`config.mk`:
```
export PLATFORM = sky130hd
export DESIGN_NAME = settable_hms_clock
export DESIGN_NICKNAME = d
export VERILOG_FILES = /design/src/shc_pkg.sv /design/src/shc_step.sv /design/src/settable_hms_clock.sv
export SDC_FILE = /design/constraint.sdc
export NUM_CORES = 1
export LEC_CHECK = 0
export ABC_CLOCK_PERIOD_IN_PS = 3700
export BUFFER_PORTS_ARGS = -buffer_cell sky130_fd_sc_hd__buf_2
export CORE_MARGIN = 2
export CORE_UTILIZATION = 57
export CTS_CLUSTER_DIAMETER = 50
export DETAILED_ROUTE_END_ITERATION = 12
export MAX_ROUTING_LAYER = met4
export PLACE_DENSITY = 0.78
export SYNTH_ARGS = -nofsm -noshare
export SYNTH_HDL_FRONTEND = slang
export SYNTH_HIERARCHICAL = 1
export SYNTH_SLANG_ARGS = --single-unit
```
`constraint.sdc`:
```
create_clock -name i_clk -period 3.7 [get_ports i_clk]
set_input_delay 0.37 -clock i_clk [delete_from_list [all_inputs] [get_ports i_clk]]
set_output_delay 0.37 -clock i_clk [all_outputs]
set_load 0.1 [all_outputs]
```
`src/shc_pkg.sv`:
```
// types, key codes and helpers shared by the settable clock modules
package shc_pkg;

    localparam logic OP_TICK = 1'b0;
    localparam logic OP_KEY  = 1'b1;

    localparam logic [7:0] KEY_CLEAR  = 8'h63;
    localparam logic [7:0] KEY_RIGHT  = 8'h36;
    localparam logic [7:0] KEY_LEFT   = 8'h34;
    localparam logic [7:0] KEY_UP     = 8'h38;
    localparam logic [7:0] KEY_DOWN   = 8'h32;
    localparam logic [7:0] KEY_START  = 8'h39;
    localparam logic [7:0] KEY_PAUSE  = 8'h37;
    localparam logic [7:0] KEY_RESUME = 8'h33;
    localparam logic [7:0] KEY_STOP   = 8'h31;

    localparam logic [2:0] CUR_HT = 3'd0;
    localparam logic [2:0] CUR_HU = 3'd1;
    localparam logic [2:0] CUR_MT = 3'd2;
    localparam logic [2:0] CUR_MU = 3'd3;
    localparam logic [2:0] CUR_ST = 3'd4;
    localparam logic [2:0] CUR_SU = 3'd5;

    localparam logic [1:0] TOP_HT = 2'd2;
    localparam logic [3:0] TOP_UNITS = 4'd9;
    localparam logic [2:0] TOP_TENS = 3'd5;
    localparam logic [5:0] LAST_MS = 6'd59;
    localparam logic [4:0] LAST_H  = 5'd23;

    typedef enum logic [1:0] {
        MODE_EDIT  = 2'd0,
        MODE_RUN   = 2'd1,
        MODE_PAUSE = 2'd2
    } t_mode;

    typedef struct packed {
        logic [1:0] ht;
        logic [3:0] hu;
        logic [2:0] mt;
        logic [3:0] mu;
        logic [2:0] st;
        logic [3:0] su;
        logic [2:0] cursor;
        logic [4:0] run_h;
        logic [5:0] run_m;
        logic [5:0] run_s;
        t_mode      mode;
    } t_state;

    typedef struct packed {
        logic [4:0] hours;
        logic [5:0] minutes;
        logic [5:0] seconds;
        logic [2:0] cursor;
        logic [1:0] mode;
    } t_view;

    // tens * 10 + units as shifts and adds
    function automatic logic [5:0] join_digits(input logic [2:0] tens, input logic [3:0] units);
        logic [5:0] t;
        t = {3'b000, tens};
        return (t << 3) + (t << 1) + {2'b00, units};
    endfunction

endpackage

```
`src/shc_step.sv`:
```
// next clock state and shown view for one accepted transfer
module shc_step (
    input  shc_pkg::t_state i_cur,
    input  logic            i_opcode,
    input  logic [7:0]      i_key_code,
    output shc_pkg::t_state o_next,
    output shc_pkg::t_view  o_view
);

    shc_pkg::t_mode n_mode;
    shc_pkg::t_state n_st;
    logic is_key;
    logic [5:0] h_join;

    assign is_key = (i_opcode == shc_pkg::OP_KEY);

    // next mode
    always_comb begin
        n_mode = i_cur.mode;
        case (i_cur.mode)
            shc_pkg::MODE_RUN: begin
                if (is_key && i_key_code == shc_pkg::KEY_PAUSE) begin
                    n_mode = shc_pkg::MODE_PAUSE;
                end else if (is_key && i_key_code == shc_pkg::KEY_STOP) begin
                    n_mode = shc_pkg::MODE_EDIT;
                end
            end
            shc_pkg::MODE_PAUSE: begin
                if (is_key && i_key_code == shc_pkg::KEY_RESUME) begin
                    n_mode = shc_pkg::MODE_RUN;
                end else if (is_key && i_key_code == shc_pkg::KEY_STOP) begin
                    n_mode = shc_pkg::MODE_EDIT;
                end
            end
            default: begin
                if (is_key && i_key_code == shc_pkg::KEY_START) begin
                    n_mode = shc_pkg::MODE_RUN;
                end
            end
        endcase
    end

    // digits, cursor and running time
    always_comb begin
        n_st = i_cur;
        h_join = shc_pkg::join_digits({1'b0, i_cur.ht}, i_cur.hu);
        case (i_cur.mode)
            shc_pkg::MODE_RUN: begin
                if (!is_key) begin
                    if (i_cur.run_s < shc_pkg::LAST_MS) begin
                        n_st.run_s = i_cur.run_s + 6'd1;
                    end else begin
                        n_st.run_s = '0;
                        if (i_cur.run_m < shc_pkg::LAST_MS) begin
                            n_st.run_m = i_cur.run_m + 6'd1;
                        end else begin
                            n_st.run_m = '0;
                            if (i_cur.run_h < shc_pkg::LAST_H) begin
                                n_st.run_h = i_cur.run_h + 5'd1;
                            end else begin
                                n_st.run_h = '0;
                            end
                        end
                    end
                end else if (i_key_code == shc_pkg::KEY_STOP) begin
                    n_st.ht = '0; n_st.hu = '0; n_st.mt = '0;
                    n_st.mu = '0; n_st.st = '0; n_st.su = '0;
                    n_st.run_h = '0; n_st.run_m = '0; n_st.run_s = '0;
                end
            end
            shc_pkg::MODE_PAUSE: begin
                if (is_key && i_key_code == shc_pkg::KEY_STOP) begin
                    n_st.ht = '0; n_st.hu = '0; n_st.mt = '0;
                    n_st.mu = '0; n_st.st = '0; n_st.su = '0;
                    n_st.run_h = '0; n_st.run_m = '0; n_st.run_s = '0;
                end
            end
            default: begin
                if (is_key) begin
                    case (i_key_code)
                        shc_pkg::KEY_CLEAR: begin
                            n_st.ht = '0; n_st.hu = '0; n_st.mt = '0;
                            n_st.mu = '0; n_st.st = '0; n_st.su = '0;
                            n_st.run_h = '0; n_st.run_m = '0; n_st.run_s = '0;
                            n_st.cursor = shc_pkg::CUR_HT;
                        end
                        shc_pkg::KEY_RIGHT: begin
                            n_st.cursor = (i_cur.cursor == shc_pkg::CUR_SU) ? shc_pkg::CUR_HT
                                                                            : i_cur.cursor + 3'd1;
                        end
                        shc_pkg::KEY_LEFT: begin
                            n_st.cursor = (i_cur.cursor == shc_pkg::CUR_HT) ? shc_pkg::CUR_SU
                                                                            : i_cur.cursor - 3'd1;
                        end
                        shc_pkg::KEY_UP: begin
                            case (i_cur.cursor)
                                shc_pkg::CUR_HT: n_st.ht = (i_cur.ht >= shc_pkg::TOP_HT)
                                                         ? 2'd0 : i_cur.ht + 2'd1;
                                shc_pkg::CUR_HU: n_st.hu = (i_cur.hu >= shc_pkg::TOP_UNITS)
                                                         ? 4'd0 : i_cur.hu + 4'd1;
                                shc_pkg::CUR_MT: n_st.mt = (i_cur.mt >= shc_pkg::TOP_TENS)
                                                         ? 3'd0 : i_cur.mt + 3'd1;
                                shc_pkg::CUR_MU: n_st.mu = (i_cur.mu >= shc_pkg::TOP_UNITS)
                                                         ? 4'd0 : i_cur.mu + 4'd1;
                                shc_pkg::CUR_ST: n_st.st = (i_cur.st >= shc_pkg::TOP_TENS)
                                                         ? 3'd0 : i_cur.st + 3'd1;
                                shc_pkg::CUR_SU: n_st.su = (i_cur.su >= shc_pkg::TOP_UNITS)
                                                         ? 4'd0 : i_cur.su + 4'd1;
                                default: ;
                            endcase
                        end
                        shc_pkg::KEY_DOWN: begin
                            case (i_cur.cursor)
                                shc_pkg::CUR_HT: n_st.ht = (i_cur.ht == 2'd0)
                                                         ? shc_pkg::TOP_HT : i_cur.ht - 2'd1;
                                shc_pkg::CUR_HU: n_st.hu = (i_cur.hu == 4'd0)
                                                         ? shc_pkg::TOP_UNITS : i_cur.hu - 4'd1;
                                shc_pkg::CUR_MT: n_st.mt = (i_cur.mt == 3'd0)
                                                         ? shc_pkg::TOP_TENS : i_cur.mt - 3'd1;
                                shc_pkg::CUR_MU: n_st.mu = (i_cur.mu == 4'd0)
                                                         ? shc_pkg::TOP_UNITS : i_cur.mu - 4'd1;
                                shc_pkg::CUR_ST: n_st.st = (i_cur.st == 3'd0)
                                                         ? shc_pkg::TOP_TENS : i_cur.st - 3'd1;
                                shc_pkg::CUR_SU: n_st.su = (i_cur.su == 4'd0)
                                                         ? shc_pkg::TOP_UNITS : i_cur.su - 4'd1;
                                default: ;
                            endcase
                        end
                        shc_pkg::KEY_START: begin
                            n_st.run_h = h_join[4:0];
                            n_st.run_m = shc_pkg::join_digits(i_cur.mt, i_cur.mu);
                            n_st.run_s = shc_pkg::join_digits(i_cur.st, i_cur.su);
                        end
                        default: ;
                    endcase
                end
            end
        endcase
        n_st.mode = n_mode;
    end

    assign o_next = n_st;

    // shown view from the next state
    always_comb begin
        logic [5:0] hj;
        hj = shc_pkg::join_digits({1'b0, n_st.ht}, n_st.hu);
        if (n_st.mode == shc_pkg::MODE_RUN || n_st.mode == shc_pkg::MODE_PAUSE) begin
            o_view.hours   = n_st.run_h;
            o_view.minutes = n_st.run_m;
            o_view.seconds = n_st.run_s;
        end else begin
            o_view.hours   = hj[4:0];
            o_view.minutes = shc_pkg::join_digits(n_st.mt, n_st.mu);
            o_view.seconds = shc_pkg::join_digits(n_st.st, n_st.su);
        end
        o_view.cursor = n_st.cursor;
        o_view.mode   = n_st.mode;
    end

endmodule

```
`src/settable_hms_clock.sv`:
```
// settable 24-hour clock top level: input register, clock state, result register
//
// channel   valid         stall         payload
// input     i_in_valid    o_in_stall    i_opcode, i_key_code
// result    o_out_valid   i_out_stall   o_hours, o_minutes, o_seconds_out, o_cursor, o_mode
//
// one transfer per cycle unless stalled; a result is registered after the input register
// the clock state is updated as a transfer leaves the input register
// reset clears the time, digits, cursor, mode and both valid flags
// a stalled result holds; the input register takes one more transfer, then stalls
module settable_hms_clock (
    input  logic       i_clk,
    input  logic       i_rst_n,
    input  logic       i_in_valid,
    output logic       o_in_stall,
    input  logic       i_opcode,
    input  logic [7:0] i_key_code,
    output logic       o_out_valid,
    input  logic       i_out_stall,
    output logic [4:0] o_hours,
    output logic [5:0] o_minutes,
    output logic [5:0] o_seconds_out,
    output logic [2:0] o_cursor,
    output logic [1:0] o_mode
);

    logic            r_in_valid;
    logic            r_opcode;
    logic [7:0]      r_key_code;
    shc_pkg::t_state r_state;
    shc_pkg::t_state n_state;
    shc_pkg::t_view  n_view;
    shc_pkg::t_view  r_view;
    logic            r_out_valid;
    logic            out_free;
    logic            advance;
    logic            in_ready;

    assign out_free = !r_out_valid || !i_out_stall;
    assign advance  = r_in_valid && out_free;
    assign in_ready = !r_in_valid || advance;
    assign o_in_stall = !in_ready;

    shc_step u_step (
        .i_cur      (r_state),
        .i_opcode   (r_opcode),
        .i_key_code (r_key_code),
        .o_next     (n_state),
        .o_view     (n_view)
    );

    always_ff @(posedge i_clk) begin
        if (!i_rst_n) begin
            r_in_valid <= 1'b0;
        end else if (in_ready) begin
            r_in_valid <= i_in_valid;
        end
    end

    always_ff @(posedge i_clk) begin
        if (in_ready && i_in_valid) begin
            r_opcode   <= i_opcode;
            r_key_code <= i_key_code;
        end
    end

    always_ff @(posedge i_clk) begin
        if (!i_rst_n) begin
            r_state <= '{ht: '0, hu: '0, mt: '0, mu: '0, st: '0, su: '0,
                         cursor: shc_pkg::CUR_HT, run_h: '0, run_m: '0, run_s: '0,
                         mode: shc_pkg::MODE_EDIT};
        end else if (advance) begin
            r_state <= n_state;
        end
    end

    always_ff @(posedge i_clk) begin
        if (!i_rst_n) begin
            r_out_valid <= 1'b0;
        end else if (advance) begin
            r_out_valid <= 1'b1;
        end else if (!i_out_stall) begin
            r_out_valid <= 1'b0;
        end
    end

    always_ff @(posedge i_clk) begin
        if (advance) begin
            r_view <= n_view;
        end
    end

    assign o_out_valid   = r_out_valid;
    assign o_hours       = r_view.hours;
    assign o_minutes     = r_view.minutes;
    assign o_seconds_out = r_view.seconds;
    assign o_cursor      = r_view.cursor;
    assign o_mode        = r_view.mode;

endmodule

```
==> metrics, run 1 <==
Min-Delay Path Class=in -> reg; CP Max Fanout=5; Reg clk slew, reported paths=0.06 ns; Arr. time, crit path=3.88 ns; Num CTS Buffers=9; CP Launch Type=flip-flop; largest net degree at the start of global routing=58; Max Clk Rate=265 MHz; Cell Count Post-Placement=1030; run status=complete, but fails checks; vias in the first global route=6440; Slowest-stage cell, CP=or4_4; initial antenna violation count=0; Async SR Flop Fraction=0; Yosys reg bits=75; Vias=6943; initial core utilization=0.578; Netlist Area Pre-Place=0.00686 mm^2; Final Non-Filler Cells=1061; Ant. Diodes=0; Setup Total Neg Slack=-0.251 ns; first-pass GRT wire length=34600 um; routed vias/inst=6.54; most frequent cells in the layout=nand2_1 (123), buf_4 (96), ha_1 (53), a21oi_1 (51); fillers=938; register area share after synthesis=0.264; leakage power=0.00330 uW; cells along the critical path=or3b_4 -> or4_4 -> a21oi_4 -> o211ai_1 -> a32oi_1 -> fa_1 -> buf_6 -> fa_2 -> xnor2_2 -> mux2_2; nets=986; largest area contributor in the netlist=edfxtp_1; GRT overflow=0; Synth Instances=825; PortBufs=36; HP Start=i_key_code[2]; final worst setup slack=-0.0791 ns; Power Density=260 mW/mm^2; post-synth top area share=0.136; Period minus WS final=3.78 ns; Starting DRT DRC Count=976; measured slew at the worst slew-check pin=1.29 ns; ratio of cells with drive above 1 in the final layout=0.230; Clock Tree Root=clkbuf_16; Slew Limit Fails=0; RSZ-0062 raised after global routing=true; Core Footprint=0.0119 mm^2; Peak VDD IR=228 uV; Synth Flop Type=dfxtp_1; commonest non-fill, non-tap cell in the layout=nand2_1; gpl congestion=1.04; failing checks=setup timing; Crit. End Element=flip-flop; die width=114 um; DP Wirelength=16100 um; Crit path buffers/inverters=1; Yosys cell types=86; Post-Syn Area per Cell=8.32 um^2; io pins=37; Synth Warn #=6; clock sinks=75; final wirelength=22200 um; Setup crit start=r_key_code[2]; final period utilization=1.02; top post-synthesis cells by area=edfxtp_1 (14%), dfxtp_1 (13%), ha_1 (9.8%), nand2_1 (6.7%), mux2i_1 (6.4%); CP peak stage delay=0.58 ns; Clock Latency Late Sink=0.36 ns; CTS tree=built; CP delay by family, top=simple AND/OR/NAND/NOR gates; ANT nets after route=0; Final Setup Violations=5; number of flops mapped to enable cells by yosys=31; Area growth, synth to finish=19.7%; reg2reg start=r_key_code[2]; Max Cap Viol=0; GRT Util Overall=0.351; DRC Markers=0; CP Class=reg -> reg; CTS H-tree depth=3; Die ar.=0.0129 mm^2; Relative slew margins=0.136; final hold vios=0; # rows=40; total power draw=2140 uW; Final Skew=0.00865 ns; hold buffers post-CTS=0; Routed WL per cell=20.9 um; Post-Synthesis Net Count=902; Max clock buf depth=2; CP required=3.80 ns; first drt pass iteration count=6; Die H=114 um
[report_power, final]
part | internal [uW] | switching (uW)
Sequential | 875 | 9.42
Clock | 662 | 379
Combinational | 58.5 | 152
[area by class of cell]
class | instances | area (um^2) | area share
multi-input cells | 646 | 4750 | 0.579
flip-flops and latches | 75 | 1810 | 0.221
repair buffers | 137 | 975 | 0.119
clock buffers | 10 | 229 | 0.0279
well taps | 147 | 184 | 0.0224
inverters | 40 | 150 | 0.0183
clock inverters | 6 | 113 | 0.0137
[worst reg2reg max path, delay by kind of cell (launching register included)]
| kind | cells | cell delay (ns) |
|---|---|---|
| AOI/OAI and AO/OA | 3 | 0.63 |
| DFF | 1 | 0.41 |
| xor gates and xnor gates | 1 | 0.15 |
| muxes | 1 | 0.25 |
| buffers and inverters | 1 | 0.14 |
| adders and majority gates | 2 | 0.90 |
| and+or+nand+nor | 2 | 1.04 |
[Yosys cell counts (5+ instances only)]
master    instances
o21a_1            5
nand3b_1          8
o211ai_1         11
edfxtp_1         31
nand2_1         123
a32oi_1           6
mux2i_1          44
nand3_1          17
dfxtp_1          44
nand4_1           8
nor2_1           42
inv_1            39
o22ai_1          12
buf_2            11
a21oi_1          56
ha_1             54
xnor2_1          10
o21ai_0          39
mux2_2           14
and3_1            5
and2_1            6
buf_4             6
clkbuf_1         36
a31oi_1          14
fa_1             10
a221oi_1         11
o21ai_1           5
a211oi_1          6
a22oi_1           6
nor3_1           18
nor4_1            7
a21o_1           11
nand2b_1         10
[registers in the layout, summed over array words and instances, names as in the netlist]
register	cells
r_in_valid	1
o_hours	5
o_mode	2
o_cursor	3
r_key_code	8
o_minutes	6
r_opcode	1
o_out_valid	1
r_state	42
o_seconds_out	6
[repair_timing]
item                                    4_1_cts  5_1_grt
gates resized for setup                      11       24
endpoints found under the setup margin        7        8
pin swaps                                     6       25
setup buffers                                 2       13
[cells by family (layout without fill, tap and decap cells)]
| group | after synthesis | count (layout) | synth area share |
|---|---|---|---|
| xor gates and xnor gates | 14 | 14 | 0.0179 |
| and+or+nand+nor | 276 | 276 | 0.197 |
| buffers and inverters | 104 | 193 | 0.0740 |
| muxes | 58 | 58 | 0.0872 |
| adders and majority gates | 64 | 64 | 0.128 |
| AOI/OAI and AO/OA | 234 | 234 | 0.232 |
| DFF | 75 | 75 | 0.264 |
[layer usage]
layer | GRT usage | vias up | part of all wire
met5 | - | - | 0
met2 | 0.550 | 364 | 0.47
li1 | - | 3214 | -
met1 | 0.455 | 3300 | 0.42
met3 | 0.0584 | 65 | 0.079
met4 | 0.138 | 0 | 0.031
[worst paths after layout]
path / to / slack (ns) / cells after the start
worst min-delay path: r_key_code[2] / 0.19 / 1
worst max register to register: o_minutes[4] / -0.08 / 10
worst min register to register: r_state[1] / 0.50 / 2
worst max-delay path: o_minutes[4] / -0.08 / 10
[through the flow]
stage	utilization	area [um^2]	worst slack (ns)	hold slack [ns]
floorplan	-	6900	-0.00892	0.434
global placement	0.639	7580	-0.0623	0.474
detailed placement	0.639	7580	-0.118	0.483
CTS	0.674	8000	0.00691	0.187
global route	0.693	8210	-0.188	0.188
finish	0.693	8210	-0.0791	0.193
Power figures use the tool's default switching activity.
==> run 2: changes to the inputs <==
--- a/config.mk
+++ b/config.mk
@@ -11,8 +11,9 @@
 export CORE_UTILIZATION = 57
 export CTS_CLUSTER_DIAMETER = 50
 export DETAILED_ROUTE_END_ITERATION = 12
+export HOLD_SLACK_MARGIN = 0.06
 export MAX_ROUTING_LAYER = met4
-export PLACE_DENSITY = 0.78
+export PLACE_DENSITY = 0.83
 export SYNTH_ARGS = -nofsm -noshare
 export SYNTH_HDL_FRONTEND = slang
 export SYNTH_HIERARCHICAL = 1
==> run 2 against run 1 <==
Against the previous run:
- the run now ends clean
- flip-flop and latch count is the same
- via count shrank 1.8%
- sequential power about the same
- total power is 7.5% lower
- maximum frequency rose by 2.2%
- clock-buffer cell count decreased by 1
- first-iteration DRC count is 11% lower
- combinational power down 6%
- clock skew rose by 0.0039 ns
- largest power group unchanged
==> metrics, run 2 (synthesis gave the netlist of run 1 again) <==
Area growth, synth to finish=16.9% (was 19.7%); total power draw=1980 uW (was 2140 uW); Max Clk Rate=270 MHz (was 265 MHz); final wirelength=20000 um (was 22200 um); Largest regs=r_state: 42 flops, r_key_code: 8 flops (unchanged); run status=finished clean (was complete, but fails checks); GRT Util Overall=0.317 (was 0.351); most frequent cells in the layout=nand2_1 (123), buf_4 (79), ha_1 (52), a21oi_1 (49) (was nand2_1 (123), buf_4 (96), ha_1 (53), a21oi_1 (51)); Vias=6821 (was 6943); Crit. End Element=flip-flop (unchanged); CP required=3.82 ns (was 3.80 ns); Core Footprint=0.0119 mm^2 (unchanged); leakage power=0.00318 uW (was 0.00330 uW); Period minus WS final=3.70 ns (was 3.78 ns); hold buffers post-CTS=0 (unchanged); Die H=114 um (unchanged); Reg clk slew, reported paths=0.07 ns (was 0.06 ns); first drt pass iteration count=5 (was 6); DP Wirelength=14200 um (was 16100 um); Relative slew margins=0.142 (was 0.136); Max Cap Viol=0 (unchanged); Critical Path Stages=10 (unchanged); largest net degree at the start of global routing=65 (was 58); Max clock buf depth=2 (unchanged); worst hold endpoint=r_opcode (was r_key_code[2]); final hold vios=0 (unchanged); Slowest-stage cell, CP=or4_4 (unchanged); routed vias/inst=6.53 (was 6.54); Starting DRT DRC Count=872 (was 976); initial core utilization=0.578 (unchanged); CP Launch Type=flip-flop (unchanged); HP Start=i_opcode (was i_key_code[2]); CTS H-tree depth=3 (unchanged); first-pass GRT wire length=31400 um (was 34600 um); measured slew at the worst slew-check pin=1.28 ns (was 1.29 ns); cells along the critical path=or3b_4 -> or4_4 -> a21oi_4 -> o211ai_1 -> a32oi_1 -> fa_1 -> buf_4 -> fa_2 -> nor2_1 -> a21o_1 (was or3b_4 -> or4_4 -> a21oi_4 -> o211ai_1 -> a32oi_1 -> fa_1 -> buf_6 -> fa_2 -> xnor2_2 -> mux2_2); Biggest register=r_state (unchanged); Peak VDD IR=192 uV (was 228 uV); reg2reg start=r_key_code[3] (was r_key_code[2]); Die ar.=0.0129 mm^2 (unchanged); hold path depth=1 (unchanged); r2r endpoint=o_minutes[3] (was o_minutes[4]); final period utilization=0.999 (was 1.02); io pins=37 (unchanged); CP delay by family, top=simple AND/OR/NAND/NOR gates (unchanged); die width=114 um (unchanged); max reg flops=42 (unchanged); CP Class=reg -> reg (unchanged); DRC Markers=0 (unchanged); gpl congestion=1.01 (was 1.04); Arr. time, crit path=3.81 ns (was 3.88 ns); Clock Tree Root=clkbuf_16 (unchanged); initial antenna violation count=0 (unchanged); nets=970 (was 986); ratio of cells with drive above 1 in the final layout=0.215 (was 0.230); clock sinks=75 (unchanged); Final Setup Violations=0 (was 5); worst reg2reg path depth=10 (unchanged); Num CTS Buffers=9 (unchanged); DP Area=0.00749 mm^2 (was 0.00758 mm^2); Min-Delay Path Class=in -> reg (unchanged); CP peak stage delay=0.58 ns (about the same); Clock Latency Late Sink=0.36 ns (about the same); # rows=40 (unchanged); Final Skew=0.0125 ns (was 0.00865 ns); Power Density=246 mW/mm^2 (was 260 mW/mm^2); Slew Limit Fails=0 (unchanged); PortBufs=36 (unchanged); CTS tree=built (unchanged); RSZ-0062 raised after global routing=true (unchanged); ANT nets after route=0 (unchanged); Ant. Diodes=0 (unchanged); GRT overflow=0 (unchanged); vias in the first global route=6136 (was 6440); reg2reg setup slack=0.002 ns (was -0.08 ns); commonest non-fill, non-tap cell in the layout=nand2_1 (unchanged); Crit path buffers/inverters=1 (unchanged); Routed WL per cell=19.1 um (was 20.9 um); CP Max Fanout=5 (unchanged); final instance area=0.00802 mm^2 (was 0.00821 mm^2)
## run 2: area by class of cell
type | count | area [um^2]
Fill cell | 967 | 3840
Multi-Input combinational cell | 646 | 4730
Tap cell | 147 | 184
Inverter | 40 | 150
Clock buffer | 9 | 225
Timing Repair Buffer | 121 | 850
Sequential cell | 75 | 1810
Clock inverter | 7 | 67.6
## run 2: routing by layer
metal | wire [um] | global-route usage | up-vias
met5 | 0 | - | -
met4 | 692 | 0.133 | 0
met3 | 1630 | 0.0484 | 60
met2 | 9210 | 0.500 | 350
met1 | 8450 | 0.409 | 3233
li1 | - | - | 3178
## run 2: power by group
part	switching, uW	internal (uW)	leakage (uW)
registers	8.62	876	0.000661
logic	145	53.5	0.00238
clock network	375	519	0.000135
total	528	1450	0.00318
## run 2: worst max path at each step
stage / endpoint / slack [ns] / from
5_1_grt: o_seconds_out[5] / -0.08 / r_key_code[3]
3_3_place_gp: o_seconds_out[4] / -0.07 / r_key_code[2]
3_5_place_dp: o_minutes[5] / -0.13 / r_key_code[2]
2_1_floorplan: o_seconds_out[5] / -0.009 / r_state[0]
4_1_cts: o_minutes[5] / -0.01 / r_key_code[2]
6_report: o_minutes[3] / 0.002 / r_key_code[3]
## run 2: per-stage QoR
stage               setup slack (ns)  utilization  hold WS, ns  TNS [ns]  cells
finish                       0.00247        0.676        0.184         0   1045
global route                 -0.0791        0.676        0.183    -0.444   1045
CTS                          -0.0125        0.659        0.178   -0.0125   1037
detailed placement            -0.129        0.631        0.499    -0.401   1019
global placement             -0.0746        0.631        0.473    -0.159   1019
floorplan                   -0.00892            -        0.434  -0.00892    825
## run 2: worst register-to-register path: stages (launching register included)
cell and delay (ns):
edfxtp_1 0.42, or3b_4 0.47, or4_4 0.58, a21oi_4 0.18, o211ai_1 0.14, a32oi_1 0.27
fa_1 0.47, buf_4 0.16, fa_2 0.57, nor2_1 0.05, a21o_1 0.15
## run 2: repair_timing
action | 4_1_cts | 5_1_grt
setup endpoints to repair | 6 | 8
pin swaps | 3 | 29
resized for setup | 5 | 33
endpoints found under the hold margin | 0 | 0
gates cloned | 0 | 0
setup buffers | 2 | 8
==> run 3: changes to the inputs <==
--- a/config.mk
+++ b/config.mk
@@ -8,12 +8,14 @@
 export ABC_CLOCK_PERIOD_IN_PS = 3700
 export BUFFER_PORTS_ARGS = -buffer_cell sky130_fd_sc_hd__buf_2
 export CORE_MARGIN = 2
-export CORE_UTILIZATION = 57
+export CORE_UTILIZATION = 58
+export CTS_BUF_LIST = sky130_fd_sc_hd__clkbuf_8
 export CTS_CLUSTER_DIAMETER = 50
 export DETAILED_ROUTE_END_ITERATION = 12
+export GPL_TIMING_DRIVEN = 0
 export HOLD_SLACK_MARGIN = 0.06
 export MAX_ROUTING_LAYER = met4
-export PLACE_DENSITY = 0.83
+export PLACE_DENSITY = 0.84
 export SYNTH_ARGS = -nofsm -noshare
 export SYNTH_HDL_FRONTEND = slang
 export SYNTH_HIERARCHICAL = 1
==> run 3 against run 2 <==
Against the previous run:
- the run now ends with setup timing left
- global-route usage increased by 5.8 points
- sequential power about the same
- critical endpoint is now o_minutes[5]
- clock power decreased by 26%
- total power decreased by 9.5%
- largest power group is now registers
- final cell count increased by 2.3%
- largest cell class unchanged
==> metrics, run 3 (synthesis gave the netlist of run 1 again) <==
final period utilization=1.02 (was 0.999); initial core utilization=0.598 (was 0.578); DP Wirelength=16100 um (was 14200 um); Clock Tree Root=clkbuf_8 (was clkbuf_16); ratio of cells with drive above 1 in the final layout=0.228 (was 0.215); CP Launch Type=flip-flop (unchanged); Max Cap Viol=0 (unchanged); first drt pass iteration count=6 (was 5); die width=113 um (was 114 um); Reg clk slew, reported paths=0.09 ns (was 0.07 ns); nets=998 (was 970); ANT nets after route=0 (unchanged); CP required=3.83 ns (was 3.82 ns); CP Max Fanout=4 (was 5); CTS H-tree depth=3 (unchanged); Num CTS Buffers=9 (unchanged); Crit. End Element=flip-flop (unchanged); GRT Util Overall=0.375 (was 0.317); Arr. time, crit path=3.91 ns (was 3.81 ns); final worst setup slack=-0.0790 ns (was 0.00247 ns); Slew Limit Fails=0 (unchanged); CTS tree=built (unchanged); Peak VDD IR=269 uV (was 192 uV); Largest regs=r_state: 42 flops, r_key_code: 8 flops (unchanged); commonest non-fill, non-tap cell in the layout=nand2_1 (unchanged); max reg flops=42 (unchanged); largest net degree at the start of global routing=32 (was 65); # rows=39 (was 40); vias in the first global route=6698 (was 6136); pre-CTS setup slack=-0.907 ns (was -0.129 ns); GRT overflow=0 (unchanged); final instance area=0.00821 mm^2 (was 0.00802 mm^2); Max Clk Rate=265 MHz (was 270 MHz); Period minus WS final=3.78 ns (was 3.70 ns); Min-Delay Path Class=in -> reg (unchanged); most frequent cells in the layout=nand2_1 (122), buf_4 (56), ha_1 (53), a21oi_1 (51), buf_2 (45) (was nand2_1 (123), buf_4 (79), ha_1 (52), a21oi_1 (49)); Die H=113 um (was 114 um); RSZ-0062 raised after global routing=true (unchanged); leakage power=0.00325 uW (was 0.00318 uW); Starting DRT DRC Count=1351 (was 872); Max clock buf depth=2 (unchanged); Clock Latency Late Sink=0.40 ns (was 0.36 ns); io pins=37 (unchanged); Relative slew margins=0.460 (was 0.142); DP Area=0.00725 mm^2 (was 0.00749 mm^2); final wirelength=22900 um (was 20000 um); hold buffers post-CTS=0 (unchanged); failing checks=setup timing; total power draw=1790 uW (was 1980 uW); first-pass GRT wire length=36000 um (was 31400 um); measured slew at the worst slew-check pin=0.810 ns (was 1.28 ns); DRC Markers=0 (unchanged); Die ar.=0.0127 mm^2 (was 0.0129 mm^2); Biggest register=r_state (unchanged); Core Footprint=0.0115 mm^2 (was 0.0119 mm^2); gpl congestion=1.03 (was 1.01); PortBufs=35 (was 36); clock sinks=75 (unchanged); Vias=7116 (was 6821); Cell Count Post-Placement=1003 (was 1019); initial antenna violation count=0 (unchanged); routed vias/inst=6.66 (was 6.53); Routed WL per cell=21.4 um (was 19.1 um); CP Class=reg -> reg (unchanged); Power Density=218 mW/mm^2 (was 246 mW/mm^2); Final Skew=0.0191 ns (was 0.0125 ns); Area growth, synth to finish=19.7% (was 16.9%); Ant. Diodes=0 (unchanged); Final Non-Filler Cells=1069 (was 1045); run status=complete, but fails checks (was finished clean); final hold vios=0 (unchanged); Final Setup Violations=4 (was 0)
## run 3: cell count changes in the layout (fill, tap and decap cells not counted), sizes merged
cell      delta
buf          -3
clkbuf      +31
clkinv       +1
clkinvlp     -2
inv          +1
## run 3: cell type report
cell class                      count  area (um^2)
Buffer                             61          439
Clock buffer                        9          124
Clock inverter                      7         70.1
Fill cell                         883         3250
Inverter                           40          151
Multi-Input combinational cell    646         4840
Sequential cell                    75         1810
Tap cell                          143          179
Timing Repair Buffer               88          597
## run 3: stage by stage
stage	hold WS (ns)	TNS [ns]	util
after floorplan	0.434	-0.00892	-
after global placement	0.442	-5.52	0.632
after detailed placement	0.449	-5.44	0.632
after CTS	0.128	-0.0102	0.700
after global routing	0.137	-0.685	0.716
final	0.139	-0.230	0.716
## run 3: critical path, cell delays in order (launching register included)
cell and delay (ns):
edfxtp_1 0.43, buf_4 0.17, or4b_2 0.65, or4_4 0.49, a22oi_1 0.21, o21ai_2 0.13
inv_1 0.08, fa_1 0.45, inv_1 0.08, ha_1 0.22, a21o_1 0.16, a21oi_2 0.17
xor2_2 0.20, o21ai_1 0.08
## run 3: where the power goes
group	switching (uW)	total (uW)	internal, uW
Clock	348	658	310
Combinational	172	248	76.0
Sequential	7.89	882	874
Total	528	1790	1260
## run 3: repair_timing
action / in CTS / in global routing
pin swaps: 18 / 18
resized for setup: 63 / 35
buffers inserted: 44 / 9
endpoints found under the setup margin: 11 / 8
## run 3: final timing paths
path	cells past startpoint	endpoint	slack, ns	from
hold / removal	1	r_key_code[5]	0.14	i_key_code[5]
setup / recovery	13	o_minutes[5]	-0.08	r_key_code[2]
setup reg to reg	13	o_minutes[5]	-0.08	r_key_code[2]
hold reg to reg	2	r_state[12]	0.46	r_state[12]
## run 3: metal layers
layer / track usage / vias to the layer above / wire [um]
met2: 0.532 / 467 / 9870
met3: 0.0723 / 115 / 2550
met4: 0.236 / 0 / 1420
met1: 0.493 / 3299 / 9020
met5: - / - / 0
li1: - / 3235 / -
